### config.mk
export PLATFORM = sky130hd
export DESIGN_NAME = dual_iso_cube_component_labeler
export DESIGN_NICKNAME = d
export VERILOG_FILES = /design/src/sv/dicl_pkg.sv /design/src/sv/dicl_front.sv /design/src/sv/dicl_queue.sv /design/src/sv/dicl_back.sv /design/src/sv/dual_iso_cube_component_labeler.sv
export VERILOG_INCLUDE_DIRS = /design/src /design/src/sv
export SDC_FILE = /design/constraint.sdc
export NUM_CORES = 1
export LEC_CHECK = 0
export BUFFER_PORTS_ARGS = -buffer_cell sky130_fd_sc_hd__buf_2
export CAP_MARGIN = 20
export CORE_MARGIN = 2
export CORE_UTILIZATION = 39
export CTS_CLUSTER_SIZE = 25
export DETAILED_ROUTE_END_ITERATION = 10
export MAX_ROUTING_LAYER = met4
export SYNTH_ARGS = -nofsm -noshare
export SYNTH_HDL_FRONTEND = slang
export SYNTH_SLANG_ARGS = --single-unit
### constraint.sdc
create_clock -name i_clk -period 3 [get_ports i_clk]
set_input_delay 0.45 -clock i_clk [delete_from_list [all_inputs] [get_ports i_clk]]
set_output_delay 0.45 -clock i_clk [all_outputs]
set_load 0.02 [all_outputs]
### src/sv/dual_iso_cube_component_labeler_defines.svh
// Assertion macros for the dual iso cube component labeler.
`ifndef DUAL_ISO_CUBE_COMPONENT_LABELER_DEFINES_SVH
`define DUAL_ISO_CUBE_COMPONENT_LABELER_DEFINES_SVH

// Same-cycle implication, disabled in reset.
`define DICL_ASSERT_IMPL(label, clk, rst_n, ante, cons, msg) \
    label: assert property (@(posedge clk) disable iff (!(rst_n)) (ante) |-> (cons)) \
        else $error(msg);

// Next-cycle implication, disabled in reset.
`define DICL_ASSERT_NEXT(label, clk, rst_n, ante, cons, msg) \
    label: assert property (@(posedge clk) disable iff (!(rst_n)) (ante) |=> (cons)) \
        else $error(msg);

`endif

### src/sv/dicl_pkg.sv
// Shared constants and types for the dual iso cube component labeler.
package dicl_pkg;

    localparam int DICL_DIM    = 3;   // cube dimension, 1..4
    localparam int DICL_QDEPTH = 2;   // front-to-back request queue depth

    localparam int IN_W    = 8;
    localparam int NUM_W   = 3;
    localparam int LABEL_W = 16;

    typedef struct packed {
        logic full;
        logic empty;
    } t_q_status;

endpackage

### src/sv/dicl_front.sv
// Front end: takes requests, applies the opposite-corner split, builds the negative mask.
module dicl_front #(
    parameter int DIM = 3
) (
    input  logic                     i_clk,
    input  logic                     i_rst_n,
    input  logic                     i_start,
    input  logic [dicl_pkg::IN_W-1:0] i_cube_index,
    input  logic                     i_split_en,
    input  dicl_pkg::t_q_status      i_q_stat,
    output logic                     o_busy,
    output logic                     o_push,
    output logic [(1 << DIM):0]      o_push_data
);
    import dicl_pkg::*;

    localparam int NC   = 1 << DIM;
    localparam int IN_C = (NC < IN_W) ? NC : IN_W;

    logic [NC-1:0] pos;
    logic [NC-1:0] low_clr;
    logic [NC-1:0] mirror;
    logic          two_hot;
    logic          split;
    logic [NC-1:0] neg;
    logic          accept;

    logic          r_valid;
    logic [NC:0]   r_item;

    always_comb begin
        pos = '0;
        pos[IN_C-1:0] = i_cube_index[IN_C-1:0];
        for (int k = 0; k < NC; k++) begin
            mirror[k] = pos[NC-1-k];
        end
    end

    // exactly two set bits: clearing the lowest leaves a single bit
    assign low_clr = pos & (pos - NC'(1));
    assign two_hot = (low_clr != '0) && ((low_clr & (low_clr - NC'(1))) == '0);
    assign split   = i_split_en && two_hot && (mirror == pos);
    assign neg     = split ? pos : ~pos;

    assign o_busy      = r_valid && i_q_stat.full;
    assign accept      = i_start && !o_busy;
    assign o_push      = r_valid && !i_q_stat.full;
    assign o_push_data = r_item;

    always_ff @(posedge i_clk) begin
        if (!i_rst_n) begin
            r_valid <= 1'b0;
        end else if (accept) begin
            r_valid <= 1'b1;
        end else if (o_push) begin
            r_valid <= 1'b0;
        end
        if (accept) begin
            r_item <= {split, neg};
        end
    end

endmodule

### src/sv/dicl_queue.sv
// Small request queue between the front end and the labeling engine.
module dicl_queue #(
    parameter int WIDTH = 9,
    parameter int DEPTH = 2
) (
    input  logic                i_clk,
    input  logic                i_rst_n,
    input  logic                i_push,
    input  logic [WIDTH-1:0]    i_push_data,
    input  logic                i_pop,
    output logic [WIDTH-1:0]    o_pop_data,
    output dicl_pkg::t_q_status o_stat
);
    import dicl_pkg::*;

    localparam int PTR_W = (DEPTH > 1) ? $clog2(DEPTH) : 1;
    localparam int CNT_W = $clog2(DEPTH + 1);

    logic [WIDTH-1:0] r_mem [DEPTH];
    logic [PTR_W-1:0] r_wr, r_rd;
    logic [CNT_W-1:0] r_cnt;

    function automatic logic [PTR_W-1:0] ptr_inc(input logic [PTR_W-1:0] p);
        ptr_inc = (p == PTR_W'(DEPTH - 1)) ? '0 : p + PTR_W'(1);
    endfunction

    assign o_stat.full  = (r_cnt == CNT_W'(DEPTH));
    assign o_stat.empty = (r_cnt == '0);
    assign o_pop_data   = r_mem[r_rd];

    always_ff @(posedge i_clk) begin
        if (!i_rst_n) begin
            r_wr  <= '0;
            r_rd  <= '0;
            r_cnt <= '0;
        end else begin
            if (i_push) begin
                r_wr <= ptr_inc(r_wr);
            end
            if (i_pop) begin
                r_rd <= ptr_inc(r_rd);
            end
            if (i_push && !i_pop) begin
                r_cnt <= r_cnt + CNT_W'(1);
            end else if (i_pop && !i_push) begin
                r_cnt <= r_cnt - CNT_W'(1);
            end
        end
        if (i_push) begin
            r_mem[r_wr] <= i_push_data;
        end
    end

endmodule

### src/sv/dicl_back.sv
// Labeling engine: grows one component of negative corners a step per cycle.
module dicl_back #(
    parameter int DIM = 3
) (
    input  logic                         i_clk,
    input  logic                         i_rst_n,
    input  dicl_pkg::t_q_status          i_q_stat,
    input  logic [(1 << DIM):0]          i_pop_data,
    output logic                         o_pop,
    output logic                         o_done,
    output logic [dicl_pkg::NUM_W-1:0]   o_num_isovertices,
    output logic [dicl_pkg::IN_W-1:0]    o_negative_mask,
    output logic [dicl_pkg::LABEL_W-1:0] o_isovertex_labels,
    output logic                         o_split_applied
);
    import dicl_pkg::*;

    localparam int NC    = 1 << DIM;
    localparam int OUT_C = (NC < IN_W) ? NC : IN_W;
    localparam int CNT_W = $clog2(NC / 2 + 1);

    typedef enum logic [1:0] {
        ST_IDLE,
        ST_SCAN,
        ST_GROW
    } t_state;

    t_state               r_state, n_state;
    logic [NC-1:0]        r_neg, n_neg;
    logic [NC-1:0]        r_left, n_left;
    logic [NC-1:0]        r_set, n_set;
    logic [CNT_W-1:0]     r_count, n_count;
    logic                 r_done, n_done;
    logic [NUM_W-1:0]     r_num, n_num;
    logic [IN_W-1:0]      r_mask, n_mask;
    logic [LABEL_W-1:0]   r_labels, n_labels;
    logic                 r_split, n_split;

    logic [NC-1:0]        grown;
    logic [NC-1:0]        lowest;
    logic [CNT_W+2:0]     cnt_ext;
    logic [CNT_W+1:0]     lab_ext;

    // one breadth step: add every cube neighbor, keep negatives
    always_comb begin
        grown = r_set;
        for (int j = 0; j < NC; j++) begin
            for (int d = 0; d < DIM; d++) begin
                if (r_set[j ^ (1 << d)]) begin
                    grown[j] = 1'b1;
                end
            end
        end
        grown = grown & r_neg;
    end

    assign lowest  = r_left & (~r_left + NC'(1));
    assign cnt_ext = (CNT_W + 3)'(r_count);
    assign lab_ext = (CNT_W + 2)'(r_count) - (CNT_W + 2)'(1);
    assign o_pop   = (r_state == ST_IDLE) && !i_q_stat.empty;

    always_comb begin
        n_state  = r_state;
        n_neg    = r_neg;
        n_left   = r_left;
        n_set    = r_set;
        n_count  = r_count;
        n_done   = 1'b0;
        n_num    = r_num;
        n_mask   = r_mask;
        n_labels = r_labels;
        n_split  = r_split;
        case (r_state)
            ST_IDLE: begin
                if (!i_q_stat.empty) begin
                    n_neg    = i_pop_data[NC-1:0];
                    n_left   = i_pop_data[NC-1:0];
                    n_split  = i_pop_data[NC];
                    n_count  = '0;
                    n_labels = '0;
                    n_state  = ST_SCAN;
                end
            end
            ST_SCAN: begin
                if (r_left == '0) begin
                    n_done  = 1'b1;
                    n_num   = cnt_ext[NUM_W-1:0];
                    n_mask  = '0;
                    n_mask[OUT_C-1:0] = r_neg[OUT_C-1:0];
                    n_state = ST_IDLE;
                end else begin
                    n_set   = lowest;
                    n_count = r_count + CNT_W'(1);
                    n_state = ST_GROW;
                end
            end
            ST_GROW: begin
                if (grown == r_set) begin
                    for (int k = 0; k < OUT_C; k++) begin
                        if (r_set[k]) begin
                            n_labels[2*k +: 2] = lab_ext[1:0];
                        end
                    end
                    n_left  = r_left & ~r_set;
                    n_state = ST_SCAN;
                end else begin
                    n_set = grown;
                end
            end
            default: begin
                n_state = ST_IDLE;
            end
        endcase
    end

    always_ff @(posedge i_clk) begin
        if (!i_rst_n) begin
            r_state <= ST_IDLE;
            r_done  <= 1'b0;
        end else begin
            r_state <= n_state;
            r_done  <= n_done;
        end
        r_neg    <= n_neg;
        r_left   <= n_left;
        r_set    <= n_set;
        r_count  <= n_count;
        r_num    <= n_num;
        r_mask   <= n_mask;
        r_labels <= n_labels;
        r_split  <= n_split;
    end

    assign o_done             = r_done;
    assign o_num_isovertices  = r_num;
    assign o_negative_mask    = r_mask;
    assign o_isovertex_labels = r_labels;
    assign o_split_applied    = r_split;

endmodule

### src/sv/dual_iso_cube_component_labeler.sv
// Top level of the dual iso cube component labeler.
//
// channel   ports                                   handshake
// -------   -------------------------------------   ------------------------------
// request   i_cube_index                            taken when start && !busy
// result    o_num_isovertices, o_negative_mask,     o_done, one cycle, no stall
//           o_isovertex_labels, o_split_applied
// config    i_cfg_wdata (opposite_split)            written when i_cfg_we
//
// A request is classified and registered in the front end, then queued.
// The engine pops it in ST_IDLE, then seeds each component in ST_SCAN and grows it
// in ST_GROW one breadth step over the cube graph at a time, until a step adds nothing;
// a last ST_SCAN with no corners left registers the result and raises o_done.
// busy rises only while the front register holds a request and the queue is full.
// Reset (synchronous, active low) empties the queue and sets opposite_split to 1.
`include "dual_iso_cube_component_labeler_defines.svh"

module dual_iso_cube_component_labeler #(
    parameter int DIM    = dicl_pkg::DICL_DIM,
    parameter int QDEPTH = dicl_pkg::DICL_QDEPTH
) (
    input  logic                         i_clk,
    input  logic                         i_rst_n,
    input  logic                         start,
    output logic                         busy,
    input  logic [dicl_pkg::IN_W-1:0]    i_cube_index,
    input  logic                         i_cfg_we,
    input  logic                         i_cfg_wdata,
    output logic                         o_done,
    output logic [dicl_pkg::NUM_W-1:0]   o_num_isovertices,
    output logic [dicl_pkg::IN_W-1:0]    o_negative_mask,
    output logic [dicl_pkg::LABEL_W-1:0] o_isovertex_labels,
    output logic                         o_split_applied
);
    import dicl_pkg::*;

    localparam int NC = 1 << DIM;

    logic          r_split_en;
    logic          push, pop;
    logic [NC:0]   push_data, pop_data;
    t_q_status     q_stat;

    // opposite_split; the user must write it only while idle, the block does not enforce this
    always_ff @(posedge i_clk) begin
        if (!i_rst_n) begin
            r_split_en <= 1'b1;
        end else if (i_cfg_we) begin
            r_split_en <= i_cfg_wdata;
        end
    end

    dicl_front #(
        .DIM (DIM)
    ) u_front (
        .i_clk        (i_clk),
        .i_rst_n      (i_rst_n),
        .i_start      (start),
        .i_cube_index (i_cube_index),
        .i_split_en   (r_split_en),
        .i_q_stat     (q_stat),
        .o_busy       (busy),
        .o_push       (push),
        .o_push_data  (push_data)
    );

    dicl_queue #(
        .WIDTH (NC + 1),
        .DEPTH (QDEPTH)
    ) u_queue (
        .i_clk       (i_clk),
        .i_rst_n     (i_rst_n),
        .i_push      (push),
        .i_push_data (push_data),
        .i_pop       (pop),
        .o_pop_data  (pop_data),
        .o_stat      (q_stat)
    );

    dicl_back #(
        .DIM (DIM)
    ) u_back (
        .i_clk              (i_clk),
        .i_rst_n            (i_rst_n),
        .i_q_stat           (q_stat),
        .i_pop_data         (pop_data),
        .o_pop              (pop),
        .o_done             (o_done),
        .o_num_isovertices  (o_num_isovertices),
        .o_negative_mask    (o_negative_mask),
        .o_isovertex_labels (o_isovertex_labels),
        .o_split_applied    (o_split_applied)
    );

    // engine returns to idle after each result, so strobes never abut
    `DICL_ASSERT_NEXT(a_done_single, i_clk, i_rst_n, o_done, !o_done, "result strobe repeated")
    // a split result keeps exactly the two opposite corners negative
    `DICL_ASSERT_IMPL(a_split_two, i_clk, i_rst_n, o_done && o_split_applied, $countones(o_negative_mask) == 2, "split result without two negative corners")
    // no components means no negative corners
    `DICL_ASSERT_IMPL(a_empty_mask, i_clk, i_rst_n, o_done && (o_num_isovertices == 3'd0), o_negative_mask == 8'd0, "zero count with negative corners")

endmodule

======== Word-level counts from Yosys, hierarchy flattened ========
Memories as Yosys holds them, arrays and structs flattened. A register that Yosys moved wholly into a read port is not among the register bits.
Cells that the tools add are included.
Widths: inputs -> output; s select.
storage, ports and cells
  bits in registers ....................... 73
  RAM bits ................................ 18
  memories kept ........................... 1
  output and inout bits ................... 30
  input port bits ......................... 13
operators by class
  multiplexer cells ....................... 60
  eq/ne operators ......................... 17
  reductions and logical operators ........ 39
  bitwise logic cells ..................... 9
  add/sub/neg operators ................... 9
memories
  memory         words  bits a word  rd ports  clocked after Yosys merged registers in  wr ports  RTL line          source
  u_queue.r_mem  2      9            1         1                                        1         dicl_queue.sv:19  logic [WIDTH-1:0] r_mem [DEPTH];
operators with widths
  operator             number
  $and 8x8->8          5
  $mux 8               5
  $mux 1               33
  $mux 16              2
  $pmux 16 s2          1
  $pmux 8 s2           2
  $reduce_and 4->1     8
  $mux 2               13
  $not 8->8            3
  $ne 2x1->1 const B   9
  $eq 8x8->1           2
  $logic_not 8->1      2
  $sub 8x1->8 const B  2
  $reduce_bool 2->1    5
  $logic_and 1x1->1    9
  $reduce_and 3->1     3
  $add 8x1->8 const B  1
  $reduce_and 2->1     4
  $reduce_bool 8->1    1
  $mux 3               2
  $ne 2x2->1 const B   3
  $pmux 2 s3           1
  $pmux 3 s2           1
  $logic_not 1->1      5
  other kinds (8)      12

======== Depth between registers and ports, before layout ========
  depth after elaboration ................. 9
  depth in mapped cells ................... 7

======== Cells and area by module ========
From an unflattened synthesis, not the netlist that was laid out.
unflattened totals
  cells, all modules ...................... 281
  area total of the unflattened synthesis .. 3886.2 um^2
by module, submodules not included
  module                           times used  area each (um^2)  cells each
  dicl_back                        1           2471.1            188
  dicl_queue                       1           865.8             50
  dicl_front                       1           515.5             40
  dual_iso_cube_component_labeler  1           33.8              3

======== Worst setup path before layout ========
No wires, ideal clock.
  kind .................................... register -> register
  start ................................... reg u_back.r_left[0]
  end ..................................... reg u_back.r_mask[0] (netlist: u_back.o_negative_mask[0]) (enable)
  slack ................................... 0.312 ns
  path buffers ............................ 0
  cell stages (with the launch flop) ...... 4
  arrival ................................. 2.295 ns
  required time ........................... 2.607 ns
  setup time .............................. 0.393 ns
  cell sequence ........................... edfxtp_1 or4_4 or4_4 nor3_1
between the ends
  cells in the longest elaborated chain, start to end .. 2
RTL lines
  what                               RTL line          source
  start, declared                    dicl_back.sv:30   logic [NC-1:0] r_left, n_left;
  start signal, assigned             dicl_back.sv:125  r_left <= n_left;
  $logic_not 8->1                    dicl_back.sv:85   if (r_left == '0) begin
  $reduce_and 2->1 (no source line)  n/a
  end signal, assigned               dicl_back.sv:129  r_mask <= n_mask;
  end, declared                      dicl_back.sv:35   logic [IN_W-1:0] r_mask, n_mask;
Every way passes these cells.
A chain may end at the register's enable or synchronous reset.

======== Worst setup path in the final report ========
  start ................................... reg u_back.r_left[0]
  end ..................................... reg u_back.r_set[2] (enable)
between the ends
  cells in the longest elaborated chain, start to end .. 3
RTL lines
  what                               RTL line          source
  $logic_not 8->1                    dicl_back.sv:85
  $ne 2x2->1 (no source line)        n/a
  $reduce_and 3->1 (no source line)  n/a
  end signal, assigned               dicl_back.sv:126  r_set <= n_set;
  end, declared                      dicl_back.sv:31   logic [NC-1:0] r_set, n_set;
Every way passes these cells.

==> results.sh <==
export IMPL_status="finished, final reports clean"
export IMPL_final_seq_area_mm2=0.002663
export IMPL_arrival_ns=2.38
export IMPL_path_clk_slew_ns=0.08
export IMPL_insertion_delay_ns=0.35
export IMPL_power_share_switching_pct=33.71
export IMPL_wl_mm=6.758
export IMPL_crit_start="u_back.r_left[0]"
export IMPL_finalSetupViolCount=0
export IMPL_startpoint_type="register"
export IMPL_worst_clock_skew_ns=0.005307
export IMPL_end_kind="register"
export IMPL_worstMarginPinSlew_ns=1.027
export IMPL_hold_violations=0
export IMPL_max_vdd_ir_drop_mv=0.3753
export IMPL_grt_pass1_vias=2200
export IMPL_drt_first_pass_iters=5
export IMPL_netlist_area_mm2=0.003815
export IMPL_cts_hold_buf=0
export IMPL_synth_net_count=293
export IMPL_period_share_pct=77.86
export IMPL_slew_violations=0
export IMPL_min_path_type="in -> reg"
export IMPL_clock_path_buffers=2
export IMPL_power_density_mw_per_mm2=911.9
export IMPL_p_int_w=0.002648
export IMPL_required_ns=3.04
export IMPL_yosys_cell_count_top_type="edfxtp_1"
export IMPL_multi_input_area_mm2=0.001050
export IMPL_io_pins=43
export IMPL_grt_max_degree=32
export IMPL_via_per_inst=5.063
export IMPL_p_total_w=0.003994
export IMPL_row_count=36
export IMPL_cts_root_buf="clkbuf_8"
export IMPL_drive_gt1_share_pct=23.10
export IMPL_avgSynthCellArea_um2=13.77
export IMPL_dieArea_mm2=0.01059
export IMPL_route_detailed_drc=0
export IMPL_gp_congestion=0.8879
export IMPL_layout_nets=340
export IMPL_power_frac_comb_pct=26.0
export IMPL_synth_top_area_share_pct=64.55
export IMPL_synth_common_cells="edfxtp_1 (82), nand2_1 (26), nor2_1 (21)"
export IMPL_fill_cells=897
export IMPL_cts_resized=0
export IMPL_clock_sinks=92
export IMPL_antenna_cells=0
export IMPL_io_buffers=42
export IMPL_grt_pass1_wl_mm=10.90
export IMPL_hp_start="i_rst_n"
export IMPL_die_y_um=102.9
export IMPL_yosysWarnings=0
export IMPL_seq_power_share_pct=53.8
export IMPL_post_drt_wl_per_cell_um=14.63
export IMPL_netlist_instances=277
export IMPL_fmax_mhz=428.1
export IMPL_p_leak_nw=1.627
export IMPL_async_flop_share_pct=0
export IMPL_die_w_um=102.9
export IMPL_synth_edf_count=82
export IMPL_syn_to_final_growth_pct=14.82
export IMPL_grt_use_total_pct=13.95
export IMPL_rsz0062_at_grt="no"
export IMPL_synth_top_cell_by_area="edfxtp_1"
export IMPL_cts_tree="done"
export IMPL_core_area_mm2=0.009639
export IMPL_start_util_pct=39.58
export IMPL_synth_distinct_cells=46
export IMPL_synth_area_leaders="edfxtp_1 (65%), dfxtp_1 (5.2%), mux2_2 (2.7%), nand2_1 (2.6%), nor2_1 (2.1%)"
export IMPL_ys_flop_type="edfxtp_1"
export IMPL_cts_setup_buffers=0
export IMPL_cts_buffers=9
export IMPL_p_clk_share_pct=20.2
export IMPL_worst_setup_path_type="reg -> reg"
export IMPL_critPathMaxFanout=8
export IMPL_fin_setup_tns_ns=0
export IMPL_crit_reg2reg_launch="u_back.r_left[0]"
export IMPL_synth_seq_area_share_pct=69.79
export IMPL_h_tree_depth=3
export IMPL_synth_seq_cells=92
export IMPL_postRouteAntennaNets=0
export IMPL_dp_final_hpwl_mm=4.915
export IMPL_antenna_found_initial=0
export IMPL_relSlewSlack_pct=31.07
export IMPL_p_switching_w=0.001347
export IMPL_first_iter_violations=149
export IMPL_via_count=2339
export IMPL_fin_util_pct=45.44
export IMPL_drv_cap=0
export IMPL_grt_ovfl_total=0
export IMPL_fin_crit_ns=2.336
==> power by group through the flow <==
stage               clock (W)  combinational, W  sequential, W
global placement            0           0.00103        0.00216
detailed placement          0           0.00104        0.00217
CTS                  0.000838           0.00105        0.00215
global route         0.000881           0.00115        0.00219
finish               0.000809           0.00104        0.00215
floorplan                   0          0.000700        0.00216
==> metrics by stage <==
step	hold WS (ns)	cells	cell area, um2	setup WS (ns)
2_1_floorplan	0.4215	277	3815	0.3115
3_3_place_gp	0.4222	446	4187	0.6883
5_1_grt	0.2811	462	4380	0.5434
4_1_cts	0.2658	462	4380	0.6508
6_report	0.2762	462	4380	0.6643
3_5_place_dp	0.4319	446	4187	0.6735
==> sequential cells by signal, summed over array words and instances, names as in the netlist, named ones only <==
| register | flops |
|---|---|
| u_queue.r_rd | 1 |
| u_front.r_valid | 1 |
| u_queue.r_wr | 1 |
| u_back.r_left | 8 |
| u_back.o_negative_mask | 8 |
| u_back.r_count | 3 |
| u_front.o_push_data | 9 |
| u_back.o_split_applied | 1 |
| u_queue.r_cnt | 2 |
| u_back.r_state | 2 |
| u_queue.r_mem | 18 |
| r_split_en | 1 |
| u_back.r_neg | 8 |
| u_back.o_isovertex_labels | 16 |
| u_back.r_set | 8 |
| u_back.o_done | 1 |
| u_back.o_num_isovertices | 3 |
==> kinds of logic (layout without fill, tap and decap cells) <==
logic type / after synthesis / in the layout / synth area share [%]
flip-flops: 92 / 92 / 69.79
AND/OR/NAND/NOR: 87 / 87 / 11.61
AO/OA/AOI/OAI: 43 / 43 / 8.397
buffers and inverters: 27 / 79 / 2.689
multiplexers: 15 / 15 / 4.231
XOR/XNOR: 10 / 10 / 2.296
adder cells (fa/ha/maj): 3 / 3 / 0.9840
==> worst max-delay path, stage by stage (launching register included) <==
cell	delay, ns
edfxtp_1	0.45
or4_4	0.59
or4_4	0.48
o21bai_4	0.18
nand2_2	0.08
a2bb2oi_1	0.25
==> final timing paths <==
path / to / slack (ns) / cells past startpoint
worst max-delay path: u_back.r_set[2] / 0.66 / 5
worst min-delay path: r_split_en / 0.28 / 2
worst max register to register: u_back.r_set[2] / 0.66 / 5
worst min register to register: u_queue.r_mem[0][8] / 0.45 / 0
==> per-layer routing <==
metal  routed length [um]  track usage [%]
met5                    0                -
met1                 2967            17.08
met4                  109            4.757
met2                 3313            22.23
met3                  368            4.068
==> layout make-up <==
type                       count  area share, %
clock inverter                 4          1.114
tap                          133          3.799
sequential                    92          60.78
clock buffer                  12          3.313
multi-input combinational    158          23.96
inverter                      16          1.371
timing repair buffer          47          5.656
==> cell usage in the layout, fill, tap and decap left out, drive strengths merged, types with 2 or more instances in the layout <==
| cell | n |
|---|---|
| o21ai | 8 |
| dfxtp | 10 |
| or3 | 2 |
| o41ai | 7 |
| nand3b | 4 |
| xor2 | 5 |
| or4 | 2 |
| buf | 47 |
| edfxtp | 82 |
| o22ai | 4 |
| inv | 16 |
| nand2b | 6 |
| a21oi | 6 |
| nor2 | 21 |
| mux2 | 9 |
| nor3b | 3 |
| o311ai | 4 |
| nor2b | 2 |
| clkbuf | 12 |
| nand2 | 27 |
| ha | 3 |
| mux2i | 6 |
| a22oi | 5 |
| nor4 | 2 |
| xnor2 | 5 |
| nor3 | 6 |
| clkinv | 3 |
| nand3 | 7 |
Power figures use the tool's default switching activity.
